[src/rtl/core/peb_pkg.sv]
// Shared types and constants of the prioritized entropy byte buffer.
// No dependencies.
package peb_pkg;
  localparam int SegmentDepth = 4096;
  localparam int ChunkLimit   = 1024;
  localparam int LenW  = 13;
  localparam int FillW = 13;

  localparam logic [1:0] StStored   = 2'd0;
  localparam logic [1:0] StOverflow = 2'd1;
  localparam logic [1:0] StError    = 2'd2;
  localparam logic [1:0] StDrain    = 2'd3;

  localparam logic [1:0] RegBackpressure = 2'd0;
  localparam logic [1:0] RegCapacity     = 2'd1;
  localparam logic [1:0] RegDrainEnable  = 2'd2;

  localparam logic OpStore = 1'b0;
  localparam logic OpDrain = 1'b1;

  // one decoded item handed from the front part to the back part
  typedef struct packed {
    logic       opcode;
    logic [1:0] quality;
    logic [LenW-1:0] block_length;
    logic [7:0] data_byte;
  } item_t;

  // input tdata packing, lowest field first, padded to 32 bits
  localparam int InDataW = 32;
  // output tdata packing, padded to 56 bits
  localparam int OutDataW = 56;
endpackage

[src/rtl/core/peb_front.sv]
// Front part: accepts items and holds them in a short queue.
// Depends on peb_pkg.
module peb_front (
  input  logic                  clk,
  input  logic                  rst_n,
  input  logic                  in_tvalid,
  output logic                  in_tready,
  input  logic [peb_pkg::InDataW-1:0] in_tdata,
  output logic                  q_valid,
  input  logic                  q_ready,
  output peb_pkg::item_t        q_item
);
  import peb_pkg::*;

  item_t      buf_r [2];
  logic       wp_r, wp_nxt, rp_r, rp_nxt;
  logic [1:0] cnt_r, cnt_nxt;
  item_t      in_item;
  logic       push, pop;

  assign in_item.opcode       = in_tdata[0];
  assign in_item.quality      = in_tdata[2:1];
  assign in_item.block_length = in_tdata[15:3];
  assign in_item.data_byte    = in_tdata[23:16];

  assign in_tready = (cnt_r != 2'd2);
  assign q_valid   = (cnt_r != 2'd0);
  assign q_item    = buf_r[rp_r];
  assign push = in_tvalid && in_tready;
  assign pop  = q_valid && q_ready;

  always_comb begin
    wp_nxt  = push ? ~wp_r : wp_r;
    rp_nxt  = pop ? ~rp_r : rp_r;
    cnt_nxt = cnt_r + {1'b0, push} - {1'b0, pop};
  end

  always_ff @(posedge clk) begin
    if (!rst_n) begin
      wp_r  <= 1'b0;
      rp_r  <= 1'b0;
      cnt_r <= 2'd0;
    end else begin
      wp_r  <= wp_nxt;
      rp_r  <= rp_nxt;
      cnt_r <= cnt_nxt;
    end
  end

  always_ff @(posedge clk) begin
    if (push) buf_r[wp_r] <= in_item;
  end

  a_cnt_range: assert property (@(posedge clk) disable iff (!rst_n) cnt_r != 2'd3)
    else $error("queue count out of range");
  a_full_stall: assert property (@(posedge clk) disable iff (!rst_n)
    cnt_r == 2'd2 |-> !in_tready) else $error("accept while full");
  a_count_track: assert property (@(posedge clk) disable iff (!rst_n)
    push && !pop && cnt_r == 2'd0 |=> cnt_r == 2'd1) else $error("count slip");
endmodule

[config.mk]
export PLATFORM = sky130hd
export DESIGN_NAME = peb_front
export DESIGN_NICKNAME = d
export VERILOG_FILES = /design/src/rtl/core/peb_pkg.sv /design/src/rtl/core/peb_front.sv
export SDC_FILE = /design/constraint.sdc
export NUM_CORES = 1
export LEC_CHECK = 0
export BUFFER_PORTS_ARGS = -buffer_cell sky130_fd_sc_hd__buf_2
export CAP_MARGIN = 30
export CORE_MARGIN = 2
export CORE_UTILIZATION = 50
export CTS_BUF_LIST = sky130_fd_sc_hd__clkbuf_8
export DETAILED_ROUTE_END_ITERATION = 7
export GPL_ROUTABILITY_DRIVEN = 0
export PLACE_DENSITY = 0.77
export SETUP_SLACK_MARGIN = 0.05
export SYNTH_ARGS = -nofsm -noshare
export SYNTH_HDL_FRONTEND = slang
export SYNTH_SLANG_ARGS = --single-unit
[constraint.sdc]
create_clock -name clk -period 2.7 [get_ports clk]
set_clock_uncertainty 0.05 [all_clocks]
set_input_delay 0.405 -clock clk [delete_from_list [all_inputs] [get_ports clk]]
set_output_delay 0.405 -clock clk [all_outputs]
set_load 0.05 [all_outputs]
After elaboration in Yosys (flattened, before gate mapping) --
Memories as Yosys holds them, arrays and structs flattened. A register that Yosys moved wholly into a read port is not among the register bits. Cells that the tools add are included.
Operators by class: add/sub/neg operators 2, eq/ne operators 1, muxes and demuxes 4, bitwise logic cells 2, reductions and logical operators 3
Operators with widths (count):
- $mux 1 | 4
- $add 2x1->2 | 1
- $logic_and 1x1->1 | 2
- $ne 2x2->1 const B | 1
- $not 1->1 | 2
- $reduce_bool 2->1 | 1
- $sub 2x1->2 | 1
Storage, ports and cells: flip-flop bits (word level) 4, RAM bits 48, output and inout port bits 26, word-level logic and storage cells 16, memories kept 1
Memory list:
- buf_r | depth 2, width 24, read ports 1, clocked after memory_dff 1, wr ports 1, RTL line peb_front.sv:15 | item_t buf_r [2];

Longest topological paths before layout --
Gate-level depths: netlist of the first run.
depth in word-level cells 4, depth in mapped cells 8

Worst setup path after synthesis of the first run --
OpenSTA, ideal clock, no wires.
kind register to register, from register cnt_r[0], to memory buf_r[0][0] in the netlist's numbering, enable pin, library setup time 405 ps, arrival 2055 ps, data required time 2245 ps, slack 190 ps, stages on the path, launching flop included 4, path buffers 0, cell sequence dfxtp_1 -> nand2b_1 -> nand2_1 -> nor2_1
On the way: cells in the longest elaborated chain, start to end 4
Ends and longest elaborated chain:
- start, declared | RTL line peb_front.sv:17 | logic [1:0] cnt_r, cnt_nxt;
- start signal, assigned | RTL line peb_front.sv:46 | cnt_r <= cnt_nxt;
- $ne 2x2->1 | RTL line peb_front.sv:26 | assign in_tready = (cnt_r != 2'd2);
- net in_tready | RTL line peb_front.sv:7 | output logic in_tready,
- $logic_and 1x1->1 | RTL line peb_front.sv:29 | assign push = in_tvalid && in_tready;
- $mux 1 | RTL line peb_front.sv:51 | if (push) buf_r[wp_r] <= in_item;
- $mux 1 (implied by the code) | RTL line peb_front.sv:51
- end, declared | RTL line peb_front.sv:15
The timed path passes the listed nets, and every way through them passes these cells.

==> run_results.csv, run 1 <==
group,metric,value,unit
routing,viasPerCell,4.82,
floorplanning,die-area,0.00468,mm2
critical_path,worstSetupStartpointType,"flip-flop",
power,leakage,0.992,nW
finish,fin_cells,211,
routing,drc_errors,0,
critical_path,arrival,1.45,ns
floorplanning,start_util,0.518,
power,p_per_area,1020,mW/mm2
routing,wire_per_inst,14.6,um
floorplanning,die_w,68.4,um
floorplanning,core-area,0.00400,mm2
status,status,"complete, no violations",
clocking,clkSlewWorstSetupHoldPaths,0.09,ns
sta,fin_tns_setup,0,ns
routing,dr.pass1.iters,4,
critical_path,worstSetupPathType,"reg -> out",
min_path,min_path_cells,1,
sta,rsz0062_at_grt,"no",
clocking,root_buffer,"clkbuf_8",
placed_design,placedCellCount,203,
clocking,htree_levels,2,
finish,fin_nets,198,
synthesis,yosysUniqueCellTypes,18,
critical_path,reg2reg_from,"cnt_r[0]$_SDFF_PN0_",
min_path,hold_path_class,"in -> reg",
clocking,clkSinkCount,53,
critical_path,path_max_fanout,14,
finish,layout-drive-gt1-share,0.571,
routing,finalWirelength,3.09,mm
power,ir_drop,0.644,mV
routing,ant_nets,0,
grt,grt_pass1_wl,4.52,mm
synthesis,synth-seq-cells,53,
floorplanning,die_h,68.4,um
synthesis,seq_area_frac_synth,0.744,
min_path,min_to,"buf_r[0][19]$_DFFE_PP_",
sta,min_period,1.90,ns
grt,antenna_found_initial,0,
sta,slew_violations,0,
clocking,ctsLongestPathBuffers,2,
grt,grt_use_total,0.136,
grt,grt_pass1_vias,1042,
sta,worstMarginPinSlew,0.550,ns
critical_path,ff2ff_path_depth,4,
critical_path,rr_endpoint,"buf_r[0][11]$_DFFE_PP_",
synthesis,netlist_area,0.00207,mm2
synthesis,yosysWarnings,0,
grt,overflow,0,
clocking,cts_tree,"yes",
floorplanning,rows,23,
grt,grt_start_max_net_pins,19,
min_path,min_from,"in_tdata[14]",
critical_path,required,2.25,ns
floorplanning,ios,62,
finish,fill_cells,311,
sta,fmax,525,MHz
placed_design,portBuffers,53,
critical_path,end_kind,"primary output",
synthesis,syn_area_per_cell,20.9,um2
routing,first_iter_violations,54,
critical_path,reg2reg_slack,0.90,ns
sta,setup_viol,0,
flow_run,max_cap_violations,0,
clocking,cts_buffers,5,
finish,antenna_cells,0,
sta,final-hold-violation-count,0,
sta,min_period_over_period,0.705,
placed_design,dp_hpwl,2.35,mm
synthesis,synthesis.nets,137,
sta,max_slew_margin,0.633,
clocking,cts_hold_buf,0,
synthesis,synth_cells,99,
clocking,cts_setup_buffers,0,
clocking,clock_latency,0.29,ns
routing,vias,1016,
clocking,cts_resized,0,
finish,syn_to_final_growth,19.5,%
## cells by family after synthesis
family | share of synthesized area
fa+ha+maj | 0.0121
buf+inv | 0.0266
simple gates | 0.0296
xor+xnor | 0.0127
flops | 0.744
compound gates | 0.00423
mux | 0.171
## layout by cell type (no fill, tap or decap)
cell type / Yosys / final
mux2_2: 4 / 4
buf_4: 0 / 4
xnor2_1: 3 / 3
and2_1: 2 / 2
clkinv_4: 0 / 2
edfxtp_1: 48 / 48
or2_2: 1 / 1
nand2b_1: 2 / 2
mux2_4: 20 / 20
ha_1: 2 / 2
mux2i_1: 1 / 1
nor2_2: 0 / 1
clkbuf_8: 0 / 5
and3_1: 1 / 1
inv_6: 0 / 1
o21a_2: 1 / 1
inv_1: 1 / 1
dfxtp_1: 5 / 5
nor2b_1: 2 / 2
nand2_1: 2 / 2
buf_2: 0 / 53
## where the power goes
group | internal, mW | switching [mW] | total [mW]
sequential | 1.03 | 0.0427 | 1.08
combinational | 0.340 | 0.675 | 1.02
clock | 0.189 | 0.249 | 0.438
total | 1.56 | 0.967 | 2.53
## metrics by stage
stage,instance area (um2),power (mW),utilization,worst slack [ns],hold WS [ns]
finish,2480,2.53,0.619,0.795,0.239
global placement,2380,2.09,0.596,0.958,0.426
CTS,2480,2.56,0.619,0.770,0.230
detailed placement,2380,2.12,0.596,0.876,0.483
global route,2480,2.65,0.619,0.733,0.216
floorplan,2070,1.96,-,0.190,0.405
## critical path, cell delays in order (launching register included)
cell and delay [ns]:
dfxtp_1 0.33, buf_4 0.27, mux2_4 0.33, buf_2 0.21
## state kept, by name, summed over array words and instances (netlist names), named ones only
| signal | flops |
|---|---|
| buf_r | 48 |
| cnt_r | 2 |
| rp_r | 1 |
| wp_r | 1 |
## cell usage after synthesis
master	instances	area [um2]
and2_1	2	12.5
nand2b_1	2	12.5
mux2_2	4	45.0
and3_1	1	6.26
mux2_4	20	300
buf_12	2	40.0
mux2i_1	1	10.0
dfxtp_1	5	100
inv_1	1	3.75
or2_2	1	6.26
ha_1	2	25.0
nor2b_1	2	12.5
edfxtp_1	48	1440
buf_6	1	11.3
xnor2_1	3	26.3
nand2_1	2	7.51
nor2_1	1	3.75
o21a_2	1	8.76
## routing by layer
metal  vias to the layer above  global-route usage  routed length, um
li1                        494                   -                  -
met1                       487               0.140               1140
met2                        33               0.263               1740
met3                         2              0.0411                189
met4                         0              0.0300                 16
met5                         -                   0                  0
## worst max-delay path by stage
| stage | cells after the start | slack, ns | from | endpoint |
|---|---|---|---|---|
| after floorplan | 3 | 0.19 | cnt_r[0]$_SDFF_PN0_ | buf_r[0][0]$_DFFE_PP_ |
| after global placement | 4 | 0.96 | cnt_r[0]$_SDFF_PN0_ | buf_r[0][17]$_DFFE_PP_ |
| after detailed placement | 4 | 0.88 | cnt_r[0]$_SDFF_PN0_ | buf_r[0][21]$_DFFE_PP_ |
| after CTS | 3 | 0.77 | flip-flop | q_item[18] |
| after global routing | 3 | 0.73 | flip-flop | q_item[13] |
| final | 3 | 0.80 | flip-flop | q_item[20] |
## cell type report
cell class              count  area (um2)  area share
repair buffers             57         295       0.119
well taps                  50        62.6      0.0253
multi-input cells          42         479       0.193
clock inverters             3        26.3      0.0106
clock buffers               5        68.8      0.0278
inverters                   1        3.75     0.00152
flip-flops and latches     53        1540       0.622
Note: power is estimated with default switching activity, not from simulation.
==> run 2, diff against run 1 <==
- CORE_UTILIZATION: 50 -> 48
- clock period: 2.7 -> 1.55 ns (I/O delays scaled with it)
==> run 2 against run 1 <==
Net effect: the run now ends with setup timing left; register-to-register slack got worse by 0.93 ns; utilization grew 7.8 points; global-route usage is 1.3 points higher; non-clock buffer count is 9 higher; setup slack worse by 0.84 ns; critical path depth unchanged; wire length grew 8.5%; via count grew 4.3%; sequential share of layout area shrank 7.7 points; clock-buffer cell count is the same.
==> run_results.csv, run 2 (synthesis results as in run 1) <==
group,metric,value,unit
status,status,"finished with violations",
status,violations,"setup timing",
finish,fin_area,0.00285,mm2
sta,final-hold-violation-count,0,
critical_path,worstSetupStartpointType,"flip-flop",
sta,worstMarginPinSlew,0.199,ns
grt,grt_pass1_wl,5.42,mm
routing,finalWirelength,3.35,mm
power,leakage,1.12,nW
grt,grt_use_total,0.148,
sta,setup_viol,24,
sta,min_period_over_period,1.03,
sta,fin_ws,-0.0490,ns
critical_path,end_kind,"primary output",
finish,antenna_cells,0,
flow_run,max_cap_violations,0,
sta,rsz0062_at_grt,"yes",
critical_path,worstSetupPathType,"reg -> out",
finish,final_common_cell,"edfxtp_1",
clocking,htree_levels,2,
min_path,hold_path_class,"in -> reg",
sta,slew_violations,0,
floorplanning,die-area,0.00486,mm2
clocking,cts_tree,"yes",
clocking,clkSlewWorstSetupHoldPaths,0.08,ns
clocking,root_buffer,"clkbuf_8",
clocking,cts_buffers,5,
placed_design,portBuffers,53,
critical_path,required,1.27,ns
critical_path,arrival,1.32,ns
finish,final_cell_mix,"edfxtp_1, buf_2, buf_6",
placed_design,post-place-ws,-0.0582,ns
routing,drc_errors,0,
grt,overflow,0,
finish,layout-drive-gt1-share,0.639,
power,ir_drop,1.04,mV
sta,min_period,1.60,ns
finish,reg_top3,"buf_r: 48 flops, cnt_r: 2 flops",
floorplanning,die_w,69.7,um
finish,syn_to_final_growth,37.4,%
routing,dr.max_layer_used,"met4",
placed_design,placedInstanceArea,0.00251,mm2
clocking,clkSinkCount,53,
routing,dr_wl_met3,211,um
clocking,clock_latency,0.29,ns
finish,regMostFlops,"buf_r",
routing,route.met2.wl,1.78,mm
clocking,cts_hold_buf,0,
grt,grt_start_max_net_pins,15,
power,p_per_area,1770,mW/mm2
routing,vias,1060,
sta,whs,0.0753,ns
floorplanning,core-area,0.00409,mm2
routing,wire_per_inst,15.3,um
floorplanning,die_h,69.7,um
routing,ant_nets,0,
critical_path,path_max_fanout,12,
routing,dr.pass1.iters,4,
sta,fmax,625,MHz
grt,antenna_found_initial,0,
finish,largest_reg_flops,48,
placed_design,dp_hpwl,2.33,mm
finish,fin_nets,207,
routing,first_iter_violations,57,
floorplanning,start_util,0.507,
floorplanning,rows,23,
power,power,5.05,mW
sta,max_slew_margin,0.866,
floorplanning,ios,62,
grt,grt_pass1_vias,1191,
clocking,ctsLongestPathBuffers,2,
routing,viasPerCell,4.84,
routing,wl_met1,1.30,mm
run 2: cell types whose count changed in the layout (fill, tap and decap cells not counted), moves of 2 or more:
cell and delta:
ha_1 -2, clkinv_4 -2, buf_8 +4, buf_4 +3, dfxtp_1 -3, ha_4 +2, dfxtp_4 +3, buf_12 +4
buf_2 -26, buf_6 +22
run 2: worst paths after layout:
check,startpoint,end,slack [ns],depth (start not counted)
worst min-delay path,in_tdata[20],buf_r[1][4]$_DFFE_PP_,0.08,1
worst max register to register,cnt_r[0]$_SDFF_PN0_,cnt_r[1]$_SDFF_PN0_,-0.03,7
worst min register to register,wp_r$_SDFFE_PN0N_,wp_r$_SDFFE_PN0N_,0.49,2
worst max-delay path,flip-flop,q_item[3],-0.05,3
run 2: critical path, stage by stage, from the launching register on:
cell and delay, ns:
dfxtp_4 0.40, buf_12 0.16, mux2_4 0.31, buf_8 0.15
run 2: what timing repair did:
action                                  4_1_cts  5_1_grt
endpoints found under the hold margin         0        0
gates cloned                                  0        1
pin swaps                                     4        0
gates resized for setup                      60        5
setup buffers                                 2        1
endpoints found under the setup margin       26       27
run 2: cell type report:
type                       instances  area [um2]
fill                             265        1240
sequential                        53        1550
tap                               50        62.6
clock buffer                       5        68.8
inverter                           1        3.75
multi-input combinational         42         546
clock inverter                     2        7.51
timing repair buffer              66         608
run 2: power by group:
group	switching (mW)	internal, mW	total (mW)	leakage (nW)
Combinational	1.31	1.14	2.46	0.589
Sequential	0.103	1.82	1.92	0.492
Clock	0.376	0.298	0.674	0.0428
Total	1.79	3.26	5.05	1.12
run 2: routing by layer:
metal	global-route usage	vias to the layer above
li1	-	511
met1	0.155	505
met2	0.269	37
met3	0.0552	7
met4	0.0577	0
met5	0	-
run 2: per-stage QoR:
stage               std cells  utilization  setup TNS (ns)
floorplan                  99            -         -0.0854
global placement          208        0.615               0
detailed placement        208        0.615         -0.0582
CTS                       217        0.685           -1.10
global route              219        0.697           -2.31
finish                    219        0.697          -0.923
