===== config.mk =====
export PLATFORM = sky130hd
export DESIGN_NAME = peb_cfg
export DESIGN_NICKNAME = d
export VERILOG_FILES = /design/src/rtl/core/peb_pkg.sv /design/src/rtl/core/peb_cfg.sv
export SDC_FILE = /design/constraint.sdc
export NUM_CORES = 1
export LEC_CHECK = 0
export ABC_AREA = 1
export BUFFER_PORTS_ARGS = -buffer_cell sky130_fd_sc_hd__buf_2
export CAP_MARGIN = 20
export CORE_MARGIN = 3
export CORE_UTILIZATION = 35
export DETAILED_ROUTE_END_ITERATION = 8
export HOLD_SLACK_MARGIN = 0.03
export PLACE_DENSITY_LB_ADDON = 0.2
export SLEW_MARGIN = 20
export SYNTH_ARGS = -nofsm -noshare
export SYNTH_HDL_FRONTEND = slang
export SYNTH_SLANG_ARGS = --single-unit

===== constraint.sdc =====
create_clock -name clk -period 0.95 [get_ports clk]
set_clock_uncertainty 0.1 [all_clocks]
set_input_delay 0.19 -clock clk [delete_from_list [all_inputs] [get_ports clk]]
set_output_delay 0.19 -clock clk [all_outputs]
set_load 0.05 [all_outputs]

===== src/rtl/core/peb_pkg.sv =====
// Shared types and constants of the prioritized entropy byte buffer.
// No dependencies.
package peb_pkg;
  localparam int SegmentDepth = 4096;
  localparam int ChunkLimit   = 1024;
  localparam int LenW  = 13;
  localparam int FillW = 13;

  localparam logic [1:0] StStored   = 2'd0;
  localparam logic [1:0] StOverflow = 2'd1;
  localparam logic [1:0] StError    = 2'd2;
  localparam logic [1:0] StDrain    = 2'd3;

  localparam logic [1:0] RegBackpressure = 2'd0;
  localparam logic [1:0] RegCapacity     = 2'd1;
  localparam logic [1:0] RegDrainEnable  = 2'd2;

  localparam logic OpStore = 1'b0;
  localparam logic OpDrain = 1'b1;

  // one decoded item handed from the front part to the back part
  typedef struct packed {
    logic       opcode;
    logic [1:0] quality;
    logic [LenW-1:0] block_length;
    logic [7:0] data_byte;
  } item_t;

  // input tdata packing, lowest field first, padded to 32 bits
  localparam int InDataW = 32;
  // output tdata packing, padded to 56 bits
  localparam int OutDataW = 56;
endpackage


===== src/rtl/core/peb_cfg.sv =====
// Configuration registers of the buffer.
// Depends on peb_pkg.
module peb_cfg (
  input  logic        clk,
  input  logic        rst_n,
  input  logic        cfg_valid,
  output logic        cfg_ready,
  input  logic [1:0]  cfg_index,
  input  logic [12:0] cfg_data,
  output logic        bp_en,
  output logic [12:0] seg_cap,
  output logic        drn_en
);
  import peb_pkg::*;
  logic bp_r, drn_r;
  logic [12:0] cap_r;
  assign cfg_ready = 1'b1;
  assign bp_en = bp_r;
  assign seg_cap = cap_r;
  assign drn_en = drn_r;
  always_ff @(posedge clk) begin
    if (!rst_n) begin
      bp_r <= 1'b0; cap_r <= 13'd4096; drn_r <= 1'b1;
    end else if (cfg_valid) begin
      case (cfg_index)
        RegBackpressure: bp_r  <= cfg_data[0];
        RegCapacity:     cap_r <= cfg_data;
        RegDrainEnable:  drn_r <= cfg_data[0];
        default: ;
      endcase
    end
  end
endmodule


Word level (Yosys, flattened, before mapping)
Cells that the tools add are included.

storage, ports and cells
  register bits = 15
  output and inout bits = 16
  logic and storage cells = 9

operators by class
  equal/unequal tests = 2
  reduce and logical (&&, ||, !) cells = 4

operators by type and width
  operator            count
  $reduce_and 2->1    3
  $eq 2x1->1 const B  1
  $eq 2x2->1 const B  1
  $logic_not 2->1     1

Longest topological paths before layout
Gate-level depths: netlist (run 1).

  depth in word-level cells = 2
  gate-level depth with buffers = 6
  gate-level depth less buffers = 5

Worst setup path before layout (run 1)
OpenSTA, ideal clock, no wires.

  kind = register -> register
  start = reg, netlist name seg_cap[0]
  end = reg cap_r[0] (netlist: seg_cap[0])
  arrival time = 0.856 ns
  required time = 0.786 ns
  slack = -0.069 ns
  cell stages (with the launch flop) = 5
  path buffers = 0
  period minus slack after synthesis = 1.019 ns
  cells stage by stage = dfxtp_1 inv_1 nand2_1 nand2_1 nor2_1

RTL lines
  what                  line           RTL
  end signal, assigned  peb_cfg.sv:27  RegCapacity: cap_r <= cfg_data;
  end, declared         peb_cfg.sv:16  logic [12:0] cap_r;

Final worst setup path (run 1)
  start = reg cap_r[8] (netlist: seg_cap[8])
  end = out seg_cap[8]

RTL lines
  what           line           RTL
  end, declared  peb_cfg.sv:11  output logic [12:0] seg_cap,

No word-level cell between the ends.

==> PnR_summary.wiki, run 1 <==
{| class="wikitable"
! Metric !! Value
|-
| Critical Path Sink Type || output port
|-
| Starting DRC count in detailed routing || 9
|-
| Total count of max-transition violations in the final report || 0
|-
| Ports placed on the boundary || 34
|-
| Buf+Inv Stages, Crit Path || 1
|-
| Global-route layer with the greatest usage || met2
|-
| Die Wd || 48.95 microns
|-
| Synth async-reset ratio || 0%
|-
| Data arrival time of the critical path || 0.79 ns
|-
| TritonCTS clock tree || built
|-
| Final worst path period need || 1.078 ns
|-
| Type of origin of the critical path || register
|-
| Fmax || 0.9279 GHz
|-
| Required time at the worst-slack endpoint || 0.66 ns
|-
| Worst hold-check path type || in -> reg
|-
| RSZ-0062 raised after global routing || true
|-
| Die area || 0.002396 sq mm
|-
| Fin. Hold Viols || 0
|-
| Layout Utilization || 67.70%
|-
| Net Count, Synth || 114
|-
| Dpl ws || -0.1492 ns
|-
| Status || finished, violations left
|-
| Max incr delay on CP || 0.36 ns
|-
| Clock Tree Root || sky130_fd_sc_hd__clkbuf_4
|-
| Clock buffers created by TritonCTS || 3
|-
| Gr ovfl total || 0
|-
| Number of enable flip-flop cells after synthesis || 0
|-
| Number of nets still failing antenna checks after routing || 0
|-
| Family of cells with the greatest summed delay on the critical path || flip-flops
|-
| Most area-hungry cell type in the Yosys netlist || sky130_fd_sc_hd__dfxtp_1
|-
| Number of cell rows || 14
|-
| Slowest cell on the critical path || sky130_fd_sc_hd__dfxtp_2
|-
| Overall routed net length || 1507 microns
|-
| Synthesized netlist cell count || 96
|-
| Leakage || 0.5931 nW
|-
| Sequential area share after synthesis || 46.51%
|-
| Leading post-synthesis cells by cell area || sky130_fd_sc_hd__dfxtp_1 (47%), sky130_fd_sc_hd__nand2_1 (16%), sky130_fd_sc_hd__nor2_1 (15%)
|-
| Maximum count of clock buffers along a single path || 2
|-
| Area growth syn-to-layout || 68.99%
|-
| Number of levels the H-tree was split into || 1
|-
| Power density over the cells || 1327 mW/mm^2
|-
| # Max-Cap Violations || 0
|-
| Maximum vdd ir drop || 868.1 uV
|-
| Routed via count || 664
|-
| Global-route met2 utilization || 23.30%
|-
| Maximum number of pins on one net before global-route repair || 26
|-
| Number of distinct standard cells referenced by the synthesized netlist || 12
|-
| Post-synthesis cell area || 645.6 sq um
|-
| Share of the clock period used by the worst path after layout || 113.4%
|-
| Final Worst Setup Slack || -0.1277 ns
|-
| Top-count cell post-synth || sky130_fd_sc_hd__nand2_1
|-
| Aggregate global-route resource usage || 13.98%
|-
| Layout Nets || 159
|-
| Synth cell count leaders || sky130_fd_sc_hd__nand2_1 (27), sky130_fd_sc_hd__nor2_1 (26), sky130_fd_sc_hd__dfxtp_1 (15), sky130_fd_sc_hd__inv_1 (15), sky130_fd_sc_hd__nand3_1 (4)
|-
| Initial antenna violation count || 0
|-
| Core region area || 0.001612 sq mm
|-
| Drt pass-1 iters || 6
|-
| Ratio of cells with drive above 1 in the final layout || 43.57%
|-
| List of cells traversed by the critical path || buf_8
|-
| GRT met3 Usage || 6.422%
|-
| Yosys warning count || 0
|-
| Predominant post-synthesis flop cell || sky130_fd_sc_hd__dfxtp_1
|-
| Number of setup violations in the final report || 16
|-
| Mean instance size in the synthesized netlist || 6.725 sq um
|-
| Post-detail-place hpwl || 998 microns
|-
| Routed WL per cell || 9.189 microns
|-
| Initial core utilization || 40.06%
|-
| Average via count per standard cell || 4.049
|-
| Met1 track demand over resource || 15.83%
|-
| Number of buffers inserted by port buffering || 32
|-
| Overall power || 1.447 mW
|-
| Number of register bits inferred by synthesis || 15
|-
| Violations in the final reports || setup timing
|-
| Placer's final routability congestion estimate || 0.6731
|-
| Number of sinks driven by the clock tree || 15
|-
| Clock edge transition at the registers on the reported setup and hold paths || 0.09 ns
|-
| Worst-path fanout max || 2
|-
| Area share of the largest cell type after synthesis || 46.51%
|-
| Type of the worst setup path || reg -> out
|-
| Floorplan die height || 48.95 microns
|-
| Detailed-route DRC error count || 0
|-
| Via count of the first global-routing pass || 623
|-
| Insertion delay of the later-clocked pin in the worst-skew pair || 0.28 ns
|-
| Diode insertion count for antenna repair || 0
|-
| Global-route wire length before repair || 2622 microns
|}
cell families after synthesis:
kind of cell	count (synthesis)	share of synthesized area (%)
AND/OR/NAND/NOR	60	38.57
buffers and inverters	19	13.56
flip-flops	15	46.51
AO/OA/AOI/OAI	1	0.7745
other	1	0.5808
where the power goes:
part / switching [mW] / internal (mW) / leakage [nW]
clock network: 0.199 / 0.163 / 0.0150
logic: 0.221 / 0.168 / 0.451
registers: 0.0272 / 0.669 / 0.127
total: 0.447 / 1.00 / 0.593
final cells by class:
cell class	instances	area [sq um]
Inverter	15	56.30
Multi-Input combinational cell	62	260.3
Tap cell	24	30.03
Timing Repair Buffer	44	399.1
Clock buffer	4	26.28
Sequential cell	15	319.1
Fill cell	148	520.5
flip-flops by register name, summed over array words and instances, names as in the netlist:
name     flops
drn_en       1
bp_en        1
seg_cap     13
routing by layer:
metal  vias to the layer above  part of all wire, %  wire [microns]
met5                         -                    0               0
met4                         0                 0.80              12
li1                        366                    -               -
met1                       272                   42             635
met2                        24                   49             745
met3                         2                  7.5             113
path summary, 6_finish.rpt:
path | depth (start not counted) | from | slack [ns] | end
max | 1 | seg_cap[8] | -0.13 | seg_cap[8]
min | 3 | cfg_data[10] | 0.04 | seg_cap[10]
min reg2reg | 2 | drn_en | 0.38 | drn_en
max reg2reg | 6 | seg_cap[5] | -0.01 | seg_cap[5]
stage by stage:
stage	hold WS (ns)	instances	instance area (sq um)	setup TNS [ns]
global route	0.03521	164	1091	-2.437
global placement	0.3112	150	834.6	-1.161
finish	0.03596	164	1091	-1.711
CTS	0.03011	159	1025	-1.888
detailed placement	0.3207	150	834.6	-1.515
floorplan	0.2030	96	660.6	0
worst register-to-register path: cells and delay by family (launching register included):
family / cells / cell delay, ns
DFF: 1 / 0.34
buffers and inverters: 3 / 0.29
and+or+nand+nor: 3 / 0.14
what timing repair did:
| item | CTS | global route |
|---|---|---|
| hold endpoints to repair | 4 | 0 |
| hold buffers | 4 | 0 |
| setup buffers | 1 | 5 |
| setup endpoints to repair | 15 | 16 |
| resized for setup | 38 | 9 |
layout by cell type (no fill, tap or decap):
cell type                       count
sky130_fd_sc_hd__nor2_1            26
sky130_fd_sc_hd__nand3_4            1
sky130_fd_sc_hd__inv_1             14
sky130_fd_sc_hd__nand4_1            2
sky130_fd_sc_hd__nand2_2            1
sky130_fd_sc_hd__clkbuf_4           3
sky130_fd_sc_hd__buf_2             17
sky130_fd_sc_hd__buf_4              8
sky130_fd_sc_hd__buf_6              3
sky130_fd_sc_hd__dlygate4sd3_1      4
sky130_fd_sc_hd__buf_8             12
sky130_fd_sc_hd__nand2_1           26
sky130_fd_sc_hd__clkbuf_1           1
sky130_fd_sc_hd__dfxtp_2           15
sky130_fd_sc_hd__conb_1             1
sky130_fd_sc_hd__a21oi_1            1
sky130_fd_sc_hd__inv_2              1
sky130_fd_sc_hd__nand3_1            4
Note: power is estimated with default switching activity, not from simulation.
==> run 2: changes to the inputs <==
- ABC_AREA: 1 -> unset
- TNS_END_PERCENT: unset -> 5
==> PnR_summary.wiki, run 2 <==
{| class="wikitable"
! Metric !! Value
|-
| Power dissipated by switching net loads || 0.3697 mW
|-
| Number of buffers inserted by port buffering || 32
|-
| Worst Hold Path Cells || 3
|-
| Part of the total power dissipated in the clock network || 26.9%
|-
| Drt pass-1 iters || 1
|-
| Predominant post-synthesis flop cell || sky130_fd_sc_hd__dfxtp_1
|-
| Data arrival time of the critical path || 0.78 ns
|-
| Number of levels the H-tree was split into || 1
|-
| Layout Utilization || 62.73%
|-
| Initial antenna violation count || 0
|-
| Status || finished, violations left
|-
| Starting DRC count in detailed routing || 0
|-
| Worst hold-check path type || in -> reg
|-
| Ratio of cells with drive above 1 in the final layout || 52.94%
|-
| Largest family of logic cells by synthesized area || simple AND/OR/NAND/NOR gates
|-
| Overall routed net length || 1393 microns
|-
| Number of sinks driven by the clock tree || 15
|-
| Fin. Hold Viols || 0
|-
| Post-detail-place hpwl || 903.1 microns
|-
| Insertion delay of the later-clocked pin in the worst-skew pair || 0.27 ns
|-
| Synthesized-area fraction occupied by ao, oa, aoi and oai cells || 2.321%
|-
| Number of enable flip-flop cells after synthesis || 0
|-
| RSZ-0062 raised after global routing || true
|-
| Synth async-reset ratio || 0%
|-
| Leading post-synthesis cells by cell area || sky130_fd_sc_hd__dfxtp_1 (46%), sky130_fd_sc_hd__mux2i_1 (20%), sky130_fd_sc_hd__nand2_1 (15%)
|-
| Dpl ws || -0.1361 ns
|-
| Average via count per standard cell || 4.341
|-
| Internal Dissipation || 0.9458 mW
|-
| Routed WL per cell || 11.06 microns
|-
| Hold bufs inserted after CTS || 0
|-
| Synth cell count leaders || sky130_fd_sc_hd__nand2_1 (25), sky130_fd_sc_hd__dfxtp_1 (15), sky130_fd_sc_hd__mux2i_1 (13)
|-
| Placer's final routability congestion estimate || 0.6312
|-
| Critical Path Sink Type || output port
|-
| Type of origin of the critical path || register
|-
| Total count of max-transition violations in the final report || 0
|-
| Layout fillers || 154
|-
| Max incr delay on CP || 0.36 ns
|-
| Die area || 0.002400 sq mm
|-
| Number of cell rows || 14
|-
| Maximum count of clock buffers along a single path || 2
|-
| Most frequent cells in the layout || sky130_fd_sc_hd__nand2_1 (25), sky130_fd_sc_hd__buf_2 (17), sky130_fd_sc_hd__dfxtp_2 (15)
|-
| Mean instance size in the synthesized netlist || 9.375 sq um
|-
| Gr ovfl total || 0
|-
| Launch point of the worst reg-to-reg path || seg_cap[3]
|-
| Net Count, Synth || 87
|-
| Internal reg-to-reg setup slack || 0.23 ns
|-
| Worst-path fanout max || 2
|-
| Most area-hungry cell type in the Yosys netlist || sky130_fd_sc_hd__dfxtp_1
|-
| Core region area || 0.001612 sq mm
|-
| Number of cells on the worst reg-to-reg path || 2
|-
| Required time at the worst-slack endpoint || 0.66 ns
|-
| Layout Cells excl Fill || 126
|-
| Number of nets still failing antenna checks after routing || 0
|-
| Share of the clock period used by the worst path after layout || 112.9%
|-
| Post-synthesis cell area || 646.9 sq um
|-
| Maximum number of pins on one net before global-route repair || 28
|-
| Leakage || 0.4521 nW
|-
| Yosys warning count || 0
|-
| Type of the worst setup path || reg -> out
|-
| Synthesized netlist cell count || 69
|-
| Number of setup violations in the final report || 15
|-
| Flip-flop count of the largest register after layout || 13
|-
| List of cells traversed by the critical path || buf_8
|-
| Clock Tree Root || sky130_fd_sc_hd__clkbuf_4
|-
| Final Worst Setup Slack || -0.1228 ns
|-
| Area growth syn-to-layout || 56.29%
|-
| Post-synthesis xor/xnor area fraction || 0%
|-
| Reg-to-reg endpoint || seg_cap[3]
|-
| Total negative setup slack || -1.651 ns
|-
| Combinational share of power || 21.6%
|-
| Clock edge transition at the registers on the reported setup and hold paths || 0.09 ns
|-
| Via count of the first global-routing pass || 547
|-
| Share of synthesized area spent on multiplexers || 20.12%
|-
| Detailed-route DRC error count || 0
|-
| Power density over the cells || 1301 mW/mm^2
|-
| # Max-Cap Violations || 0
|-
| Setup bufs post-CTS || 0
|-
| Number of distinct standard cells referenced by the synthesized netlist || 15
|-
| Violations in the final reports || setup timing
|-
| Aggregate global-route resource usage || 12.45%
|-
| Switching part of the total power || 28.10%
|-
| Fraction of the mapped netlist area in adder cells || 0%
|-
| Fmax || 0.9321 GHz
|-
| Min-delay src || cfg_data[6]
|-
| Floorplan die height || 48.99 microns
|-
| Sequential fraction of design power || 51.5%
|-
| Number of register bits inferred by synthesis || 15
|-
| Diode insertion count for antenna repair || 0
|-
| Die Wd || 48.99 microns
|-
| Sequential area share after synthesis || 46.42%
|-
| Most frequent standard cell in the layout excluding fill and tap cells || sky130_fd_sc_hd__nand2_1
|-
| Area share of the largest cell type after synthesis || 46.42%
|-
| Top-count cell post-synth || sky130_fd_sc_hd__nand2_1
|-
| Overall power || 1.315 mW
|-
| Routed via count || 547
|-
| Slowest cell on the critical path || sky130_fd_sc_hd__dfxtp_2
|-
| Global-route wire length before repair || 2325 microns
|-
| Maximum vdd ir drop || 861.5 uV
|-
| Number of cells in the design after placement || 122
|-
| Ports placed on the boundary || 34
|-
| Final worst path period need || 1.073 ns
|-
| Clock buffers created by TritonCTS || 3
|-
| Basic-gate share of the synthesized area counting and, or, nand and nor cells || 21.28%
|-
| Initial core utilization || 40.14%
|-
| TritonCTS clock tree || built
|-
| Hold Crit Endpoint || seg_cap[6]
|-
| Buf+Inv Stages, Crit Path || 1
|-
| Family of cells with the greatest summed delay on the critical path || flip-flops
|-
| Layout Nets || 121
|}
## run 2: worst max-delay path by stage
stage	to	cells past startpoint	start	slack [ns]
global route	seg_cap[2]	1	seg_cap[2]	-0.16
finish	bp_en	1	bp_en	-0.12
global placement	seg_cap[2]	4	cfg_index[1]	-0.12
floorplan	seg_cap[12]	2	seg_cap[12]	-0.07
CTS	seg_cap[8]	1	seg_cap[8]	-0.13
detailed placement	seg_cap[8]	4	cfg_index[1]	-0.14
## run 2: power by group through the flow
stage                     sequential [mW]  combinational [mW]  clock, mW
final                               0.677               0.284      0.354
after global routing                0.681               0.304      0.407
after CTS                           0.674               0.273      0.369
after detailed placement            0.677               0.239          0
after global placement              0.677               0.237          0
after floorplan                     0.760              0.0891          0
## run 2: cell families after synthesis
family                 after synthesis
AND/OR/NAND/NOR                     30
AO/OA/AOI/OAI                        2
other                                1
buffers and inverters                8
flip-flops                          15
multiplexers                        13
## run 2: layer usage
metal,global-route usage [%],up-vias,wire (microns)
met2,18.78,19,698
li1,-,292,-
met3,5.199,2,111
met5,0,-,0
met4,7.109,0,8
met1,14.74,234,575
## run 2: final cells by class
cell class | instances | area [sq um] | share of cell area (%)
Clock buffer | 4 | 26.28 | 2.599
Tap cell | 24 | 30.03 | 2.970
Sequential cell | 15 | 319.1 | 31.56
Timing Repair Buffer | 35 | 341.6 | 33.79
Inverter | 2 | 7.507 | 0.7426
Multi-Input combinational cell | 46 | 286.5 | 28.34
## run 2: per-stage QoR
step | instance area (sq um) | hold slack [ns]
after floorplan | 648.1 | 0.2321
after global placement | 820.8 | 0.3375
after detailed placement | 820.8 | 0.3434
after CTS | 973.4 | 0.03614
after global routing | 1011 | 0.03225
final | 1011 | 0.04404
## run 2: timing repair
item,CTS,global route
pin swaps,0,0
gates resized for setup,48,10
endpoints found under the setup margin,15,15
## run 2: worst min-delay path, stage by stage
cell and delay, ns:
sky130_fd_sc_hd__buf_2 0.09, sky130_fd_sc_hd__nand2_1 0.04, sky130_fd_sc_hd__mux2i_1 0.05
